### src/rtl/well512_pkg.sv
// ----------------------------------------------------------------------------
// well512_pkg
// Shared types and constants of the WELL512a generator: pool geometry,
// recurrence and hash constants, sequencer states and the pool write request.
// ----------------------------------------------------------------------------
package well512_pkg;

  localparam int unsigned POOL_DEPTH = 16;
  localparam int unsigned POOL_AW    = $clog2(POOL_DEPTH);
  localparam int unsigned DATA_W     = 32;

  localparam logic MODE_RESEED = 1'b1;

  localparam logic [POOL_AW-1:0] OFS_M1   = POOL_AW'(13);
  localparam logic [POOL_AW-1:0] OFS_M2   = POOL_AW'(9);
  localparam logic [POOL_AW-1:0] OFS_BACK = POOL_AW'(POOL_DEPTH - 1);
  localparam logic [POOL_AW-1:0] LAST_IDX = POOL_AW'(POOL_DEPTH - 1);

  localparam logic [DATA_W-1:0] WELL_MAT_MASK = 32'hDA44_2D24;
  localparam logic [DATA_W-1:0] WANG_MUL      = 32'h27D4_EB2D;
  localparam logic [DATA_W-1:0] WANG_XOR      = 32'd61;

  typedef enum logic [2:0] {
    ST_IDLE,
    ST_RD13,
    ST_RD9,
    ST_RDOLD,
    ST_WB,
    ST_SEED,
    ST_DRAIN
  } state_e;

  typedef struct packed {
    logic               en;
    logic [POOL_AW-1:0] addr;
    logic [DATA_W-1:0]  data;
  } pool_wr_t;

endpackage

### src/rtl/well512_ram.sv
// ----------------------------------------------------------------------------
// well512_ram
// Generic single-write, single-read synchronous RAM with registered read data.
// ----------------------------------------------------------------------------
module well512_ram #(
  parameter int unsigned WIDTH = 32,
  parameter int unsigned DEPTH = 16
) (
  input  logic                     clk_i,
  input  logic                     we_i,
  input  logic [$clog2(DEPTH)-1:0] waddr_i,
  input  logic [WIDTH-1:0]         wdata_i,
  input  logic [$clog2(DEPTH)-1:0] raddr_i,
  output logic [WIDTH-1:0]         rdata_o
);

  logic [WIDTH-1:0] mem_q [DEPTH];
  logic [WIDTH-1:0] rdata_q;

  always_ff @(posedge clk_i) begin
    if (we_i) begin
      mem_q[waddr_i] <= wdata_i;
    end
    rdata_q <= mem_q[raddr_i];
  end

  assign rdata_o = rdata_q;

endmodule

### src/rtl/well512_hash.sv
// ----------------------------------------------------------------------------
// well512_hash
// Wang 32-bit integer hash, pipelined through the s1 and s2 registers; emits
// one pool write request per issued index, from the s2 register.
// ----------------------------------------------------------------------------
module well512_hash (
  input  logic                                   clk_i,
  input  logic                                   rst_ni,
  input  logic                                   in_valid_i,
  input  logic [well512_pkg::POOL_AW-1:0]        in_idx_i,
  input  logic [well512_pkg::DATA_W-1:0]         in_value_i,
  output well512_pkg::pool_wr_t                  wr_o,
  output logic                                   busy_o
);
  import well512_pkg::*;

  logic [DATA_W-1:0]  v1, v2, v3;
  logic               s1_valid_q, s2_valid_q;
  logic [POOL_AW-1:0] s1_idx_q, s2_idx_q;
  logic [DATA_W-1:0]  s1_val_q, s2_val_q;
  logic [DATA_W-1:0]  s2_val_d;

  always_comb begin
    v1 = (in_value_i ^ WANG_XOR) ^ (in_value_i >> 16);
    v2 = v1 + (v1 << 3);
    v3 = v2 ^ (v2 >> 4);
  end

  assign s2_val_d = s1_val_q * WANG_MUL;

  always_ff @(posedge clk_i or negedge rst_ni) begin
    if (!rst_ni) begin
      s1_valid_q <= 1'b0;
      s2_valid_q <= 1'b0;
    end else begin
      s1_valid_q <= in_valid_i;
      s2_valid_q <= s1_valid_q;
    end
  end

  always_ff @(posedge clk_i) begin
    s1_idx_q <= in_idx_i;
    s1_val_q <= v3;
    s2_idx_q <= s1_idx_q;
    s2_val_q <= s2_val_d;
  end

  always_comb begin
    wr_o.en   = s2_valid_q;
    wr_o.addr = s2_idx_q;
    wr_o.data = s2_val_q ^ (s2_val_q >> 15);
  end

  assign busy_o = s1_valid_q | s2_valid_q;

endmodule

### src/rtl/well512_generator.sv
// ----------------------------------------------------------------------------
// well512_generator
// WELL512a pseudo-random word generator with a sixteen-word pool in RAM.
// ----------------------------------------------------------------------------
// A draw request (tuser = 0) returns one 32-bit word; a reseed request
// (tuser = 1) fills the pool from the seed in tdata and returns nothing. The
// pool holds garbage until the first reseed, so send a reseed first. A draw
// steps through RD13, RD9, RDOLD and WB before another request is taken:
// the pool sits in one RAM with a single read port, and a draw needs four
// reads there; WB waits while the output register is full. A reseed issues
// sixteen pool writes one per cycle into the hash pipeline and drains it. A
// finished word waits in the output register while the next one is taken.
module well512_generator (
  input  logic                              clk_i,
  input  logic                              rst_ni,
  input  logic                              s_axis_tvalid_i,
  output logic                              s_axis_tready_o,
  input  logic [31:0]                       s_axis_tdata_i,  // [31:0] seed_value
  input  logic [0:0]                        s_axis_tuser_i,  // [0] mode
  output logic                              m_axis_tvalid_o,
  input  logic                              m_axis_tready_i,
  output logic [31:0]                       m_axis_tdata_o   // [31:0] random_value
);
  import well512_pkg::*;

  state_e             state_q, state_d;
  logic [POOL_AW-1:0] pos_q, pos_d;
  logic [POOL_AW-1:0] cnt_q, cnt_d;
  logic [DATA_W-1:0]  seed_q, seed_d;
  logic [DATA_W-1:0]  w0_q, w0_d;
  logic [DATA_W-1:0]  mix_q, mix_d;
  logic [DATA_W-1:0]  t9_q, t9_d;
  logic [DATA_W-1:0]  fresh_q, fresh_d;
  logic               out_vld_q, out_vld_d;
  logic [DATA_W-1:0]  out_data_q, out_data_d;

  logic               accept;
  logic               out_free;
  logic               out_load;
  logic [DATA_W-1:0]  rdata;
  logic [POOL_AW-1:0] raddr;
  logic [DATA_W-1:0]  twist;
  logic [DATA_W-1:0]  new_word;
  logic               hash_issue;
  logic               hash_busy;
  pool_wr_t           hash_wr;
  pool_wr_t           draw_wr;
  pool_wr_t           ram_wr;

  assign accept   = s_axis_tvalid_i & s_axis_tready_o;
  assign out_free = ~out_vld_q | m_axis_tready_i;

  well512_ram #(
    .WIDTH (DATA_W),
    .DEPTH (POOL_DEPTH)
  ) u_pool (
    .clk_i   (clk_i),
    .we_i    (ram_wr.en),
    .waddr_i (ram_wr.addr),
    .wdata_i (ram_wr.data),
    .raddr_i (raddr),
    .rdata_o (rdata)
  );

  well512_hash u_hash (
    .clk_i      (clk_i),
    .rst_ni     (rst_ni),
    .in_valid_i (hash_issue),
    .in_idx_i   (cnt_q),
    .in_value_i (seed_q + DATA_W'(cnt_q)),
    .wr_o       (hash_wr),
    .busy_o     (hash_busy)
  );

  always_comb begin
    twist    = fresh_q ^ ((fresh_q << 5) & WELL_MAT_MASK);
    new_word = rdata ^ mix_q ^ twist ^ (rdata << 2) ^ (mix_q << 18) ^ (t9_q << 28);
    t9_d     = rdata ^ (rdata >> 11);
    fresh_d  = mix_q ^ t9_d;
    w0_d     = rdata;
    mix_d    = w0_q ^ rdata ^ (w0_q << 16) ^ (rdata << 15);
  end

  // next state
  always_comb begin
    state_d = state_q;
    case (state_q)
      ST_IDLE: begin
        if (accept) begin
          state_d = (s_axis_tuser_i[0] == MODE_RESEED) ? ST_SEED : ST_RD13;
        end
      end
      ST_RD13:  state_d = ST_RD9;
      ST_RD9:   state_d = ST_RDOLD;
      ST_RDOLD: state_d = ST_WB;
      ST_WB: begin
        if (out_free) begin
          state_d = ST_IDLE;
        end
      end
      ST_SEED: begin
        if (cnt_q == LAST_IDX) begin
          state_d = ST_DRAIN;
        end
      end
      ST_DRAIN: begin
        if (!hash_busy) begin
          state_d = ST_IDLE;
        end
      end
      default: state_d = ST_IDLE;
    endcase
  end

  // outputs and datapath control
  always_comb begin
    s_axis_tready_o = 1'b0;
    raddr           = pos_q;
    draw_wr         = '0;
    hash_issue      = 1'b0;
    out_load        = 1'b0;
    pos_d           = pos_q;
    cnt_d           = cnt_q;
    seed_d          = seed_q;
    case (state_q)
      ST_IDLE: begin
        s_axis_tready_o = 1'b1;
        raddr           = pos_q;
        if (accept && s_axis_tuser_i[0] == MODE_RESEED) begin
          seed_d = s_axis_tdata_i;
          cnt_d  = '0;
          pos_d  = '0;
        end
      end
      ST_RD13: raddr = pos_q + OFS_M1;
      ST_RD9:  raddr = pos_q + OFS_M2;
      ST_RDOLD: begin
        raddr        = pos_q + OFS_BACK;
        draw_wr.en   = 1'b1;
        draw_wr.addr = pos_q;
        draw_wr.data = fresh_d;
      end
      ST_WB: begin
        raddr = pos_q + OFS_BACK;
        if (out_free) begin
          draw_wr.en   = 1'b1;
          draw_wr.addr = pos_q + OFS_BACK;
          draw_wr.data = new_word;
          out_load     = 1'b1;
          pos_d        = pos_q + OFS_BACK;
        end
      end
      ST_SEED: begin
        hash_issue = 1'b1;
        cnt_d      = cnt_q + POOL_AW'(1);
      end
      ST_DRAIN: ;
      default: ;
    endcase
  end

  assign ram_wr     = hash_wr.en ? hash_wr : draw_wr;
  assign out_vld_d  = out_load | (out_vld_q & ~m_axis_tready_i);
  assign out_data_d = out_load ? new_word : out_data_q;

  always_ff @(posedge clk_i or negedge rst_ni) begin
    if (!rst_ni) begin
      state_q   <= ST_IDLE;
      pos_q     <= '0;
      cnt_q     <= '0;
      out_vld_q <= 1'b0;
    end else begin
      state_q   <= state_d;
      pos_q     <= pos_d;
      cnt_q     <= cnt_d;
      out_vld_q <= out_vld_d;
    end
  end

  always_ff @(posedge clk_i) begin
    seed_q     <= seed_d;
    out_data_q <= out_data_d;
    if (state_q == ST_RD13) begin
      w0_q <= w0_d;
    end
    if (state_q == ST_RD9) begin
      mix_q <= mix_d;
    end
    if (state_q == ST_RDOLD) begin
      t9_q    <= t9_d;
      fresh_q <= fresh_d;
    end
  end

  assign m_axis_tvalid_o = out_vld_q;
  assign m_axis_tdata_o  = out_data_q;

`ifndef SYNTHESIS
  a_no_write_idle: assert property (@(posedge clk_i) disable iff (!rst_ni)
    ram_wr.en |-> state_q != ST_IDLE)
    else $error("pool write while idle");

  a_hash_wr_in_seed: assert property (@(posedge clk_i) disable iff (!rst_ni)
    hash_wr.en |-> (state_q == ST_SEED || state_q == ST_DRAIN))
    else $error("hash write outside reseed");

  a_rdold_to_wb: assert property (@(posedge clk_i) disable iff (!rst_ni)
    state_q == ST_RDOLD |=> state_q == ST_WB)
    else $error("draw sequence broken");

  a_pos_step: assert property (@(posedge clk_i) disable iff (!rst_ni)
    out_load |=> pos_q == $past(pos_q + OFS_BACK))
    else $error("position not moved back");

  a_load_only_wb: assert property (@(posedge clk_i) disable iff (!rst_ni)
    (!out_vld_q ##1 out_vld_q) |-> $past(state_q) == ST_WB)
    else $error("result produced outside write-back");
`endif

endmodule

### config.mk
export PLATFORM = sky130hd
export DESIGN_NAME = well512_generator
export DESIGN_NICKNAME = d
export VERILOG_FILES = /design/src/rtl/well512_pkg.sv /design/src/rtl/well512_ram.sv /design/src/rtl/well512_hash.sv /design/src/rtl/well512_generator.sv
export SDC_FILE = /design/constraint.sdc
export NUM_CORES = 2
export LEC_CHECK = 0
export BUFFER_PORTS_ARGS = -buffer_cell sky130_fd_sc_hd__buf_2
export CAP_MARGIN = 20
export CORE_ASPECT_RATIO = 1.2
export CORE_UTILIZATION = 55
export CTS_CLUSTER_DIAMETER = 50
export CTS_CLUSTER_SIZE = 16
export DETAILED_ROUTE_END_ITERATION = 7
export GPL_TIMING_DRIVEN = 0
export PLACE_DENSITY = 0.71
export SLEW_MARGIN = 10
export SYNTH_ARGS = -nofsm -noshare
export SYNTH_HDL_FRONTEND = slang
export SYNTH_HIERARCHICAL = 1
export SYNTH_SLANG_ARGS = --single-unit
### constraint.sdc
create_clock -name clk_i -period 12 [get_ports clk_i]
set_input_delay 1.8 -clock clk_i [delete_from_list [all_inputs] [get_ports clk_i]]
set_output_delay 1.8 -clock clk_i [all_outputs]
set_load 0.01 [all_outputs]
==> metrics.txt <==
status finished clean; CP startpoint kind flop; share of cells above drive strength 1 0.147; Placed Area between 40000 and 50000 um^2; largest register by flop count u_pool/mem_q; post-synthesis cell area a little over 40000 um^2; Hold Path End u_hash/s2_idx_q[1]; origin of the critical flop-to-flop path u_hash/s1_val_q[7]; final period utilization 0.648; crit-path cells ha_1, xor2_1, ha_1, nor2_1, fa_1, inv_1, fa_1, fa_1, fa_1, fa_1, inv_1, fa_1, inv_1, ha_1, a21o_1, a21o_1, a2111oi_2, a21oi_1, a211o_1, a221o_1, a221o_1, a21oi_2, xnor2_1; Routed Antenna Nets 0; final setup TNS 0 ns; clock buffer depth 3; Synth top area share 0.488; final setup vio count 0; Root Buffer clkbuf_16; initial antenna violation count 4; clock-pin slew on the worst setup and hold paths about 0.070 ns; Worst Reg-to-Reg Cells 23; Post-DP HPWL between 70 and 80 mm; synthesized net count 3265; critical path data arrival time just over 8 ns; Tot GR Track Use 0.281; CORE AREA 74900 um^2; largest net degree at the start of global routing 46; cell count after synthesis around 2800; Pins Over Slew Limit 0; leading post-synthesis cells by cell area edfxtp_1, fa_1, ha_1, mux4_2, xnor2_1; die width ~250 um; TritonCTS clock tree done; EDFF count, synth a little under 700; I/O pin cnt between 70 and 80; Starting DRT DRC Count roughly 2300; # H-tree levels 3; first-pass GRT wire length 156 mm; Hold Vio Cnt, Final 0; Crit path max-delay family adder cells; Post-Route WL slightly above 100 mm; post_cts resized 0; clock sinks between 700 and 800; FFs w/ async S/R, synth 0.0176; Hold WC Path Type reg -> reg; GP Congestion 0.935; final clock skew roughly 0.057 ns; yosys warns 6; Die Height 303 um; ant diodes 0; Critical path buffers and inverters 3; fmax around 0.13 GHz; vias in the first global route 24800; register area share after synthesis 0.546; Critical Path Fanout Max 9; Max stage delay on crit path around 0.70 ns; drt wl/cell between 20 and 30 um; Congestion Overflow GR 0; via/cell ratio about 5.9; Die ar. ~77000 um^2; synth unique cells 76; Worst EP required ~13 ns; Fin Hold WS approximately 0.33 ns; Worst-Margin Slew between 1 and 1.5 ns; max_cap viols 0; DRC 0; initial core utilization 0.556; RSZ-0062 raised after global routing false; relative slew slack 0.245; # port buffers 70; Reg2Reg Capture Point u_hash/s2_val_q[31]; CP endpoint kind flop; hold path cells 0; setup bufs post-CTS 0; Clk Latency, worst-skew pair approximately 0.65 ns; Vias 23700; Synth area leader edfxtp_1; Area growth syn-to-layout 10.7%; Hold Buf Count CTS 0; cell repeated most along the worst path fa_1; num rows 110; Worst R2R Setup Slack ~4.2 ns; nets 3455; Largest register FFs ~500; WS Path Type reg -> reg; CP max stage cell dfxtp_1; min-delay src u_hash/s1_idx_q[1]; Mapped Avg Cell Area 14.9 um^2; total CTS buffers 66; synthesis-stage register bit count just under 800; Top FF cell, synth edfxtp_1; drt first pass iters 5; design area between 40000 and 50000 um^2; minimum clock period approximately 7.8 ns
[cells in the final DEF (no fill, tap or decap), types with 13 or more instances in the layout]
| master | synthesis | routed |
|---|---|---|
| xor2_1 | 143 | 143 |
| nand4_1 | 14 | 14 |
| buf_6 | 6 | 20 |
| nor2_4 | 1 | 14 |
| clkbuf_1 | 41 | 62 |
| inv_1 | 339 | 338 |
| ha_1 | 236 | 236 |
| nand2_1 | 102 | 102 |
| a21o_1 | 26 | 26 |
| o21ai_0 | 54 | 34 |
| o211ai_1 | 14 | 14 |
| a22oi_1 | 86 | 86 |
| dfrtp_1 | 14 | 14 |
| xnor2_1 | 241 | 241 |
| buf_4 | 28 | 51 |
| dfxtp_1 | 104 | 104 |
| buf_2 | 16 | 87 |
| nor2_1 | 48 | 35 |
| fa_1 | 197 | 197 |
| nor3b_1 | 14 | 13 |
| edfxtp_1 | 676 | 676 |
| a21oi_1 | 55 | 55 |
| mux4_2 | 128 | 128 |
| o21ai_1 | 2 | 21 |
| nand3_1 | 15 | 15 |
| clkbuf_16 | 0 | 67 |
[synth_stat cells (15+ instances only)]
library cell	number
fa_1	197
edfxtp_1	676
nand2_1	102
nor2_1	48
o21ai_0	54
clkbuf_1	41
dfxtp_1	104
a21o_1	26
inv_1	339
buf_4	28
nor3_1	16
a22oi_1	86
mux4_2	128
xnor2_1	241
nand3_1	15
xor2_1	143
buf_2	16
ha_1	236
a21oi_1	55
[worst register-to-register path, delay by kind of cell, from the launching register on]
kind / cells / cell delay [ns]
xor gates and xnor gates: 2 / 0.67
DFF: 1 / 0.70
and+or+nand+nor: 1 / 0.07
adders and majority gates: 9 / 4.03
AOI/OAI and AO/OA: 8 / 2.09
buffers and inverters: 3 / 0.16
[stage by stage]
step / std cells / worst slack [ns] / utilization
global route: 4038 / 3.92 / 0.615
finish: 4038 / 4.22 / 0.615
detailed placement: 3923 / 4.26 / 0.587
global placement: 3873 / 2.95 / 0.577
CTS: 4036 / 4.25 / 0.615
floorplan: 2795 / 5.29 / -
[cell families after synthesis]
family | Yosys count | share of synthesized area
flip-flops | 794 | 0.546
buffers and inverters | 441 | 0.0439
adder cells (fa/ha/maj) | 433 | 0.166
XOR/XNOR | 393 | 0.0858
AO/OA/AOI/OAI | 325 | 0.0547
AND/OR/NAND/NOR | 276 | 0.0328
multiplexers | 133 | 0.0705
[layer usage]
layer | track usage | share of wire
met1 | 0.373 | 0.39
met5 | 0 | 0.000087
met3 | 0.0361 | 0.075
met4 | 0.107 | 0.036
met2 | 0.474 | 0.50
[worst max path at each step]
stage,from,endpoint,slack (ns),depth (start not counted)
2_1_floorplan,u_hash/s1_val_q[7],u_hash/s2_val_q[31],5.29,23
3_3_place_gp,m_axis_tready_i,u_pool/mem_q[8][15],2.95,9
3_5_place_dp,u_hash/s1_val_q[7],u_hash/s2_val_q[31],4.26,23
4_1_cts,u_hash/s1_val_q[7],u_hash/s2_val_q[31],4.25,23
5_1_grt,u_hash/s1_val_q[7],u_hash/s2_val_q[31],3.92,23
6_report,u_hash/s1_val_q[7],u_hash/s2_val_q[31],4.22,23
[cell type report]
cell class,count,area [um^2]
buffer,100,546
clock buffer,88,1760
clock inverter,25,343
fill,5538,28800
inverter,341,1280
multi-input combinational,1560,17200
sequential,794,22700
tap,1008,1260
timing repair buffer,122,981
Power is not shown: default switching activity piles up to over one toggle a cycle in this logic, so the estimate is an artifact.
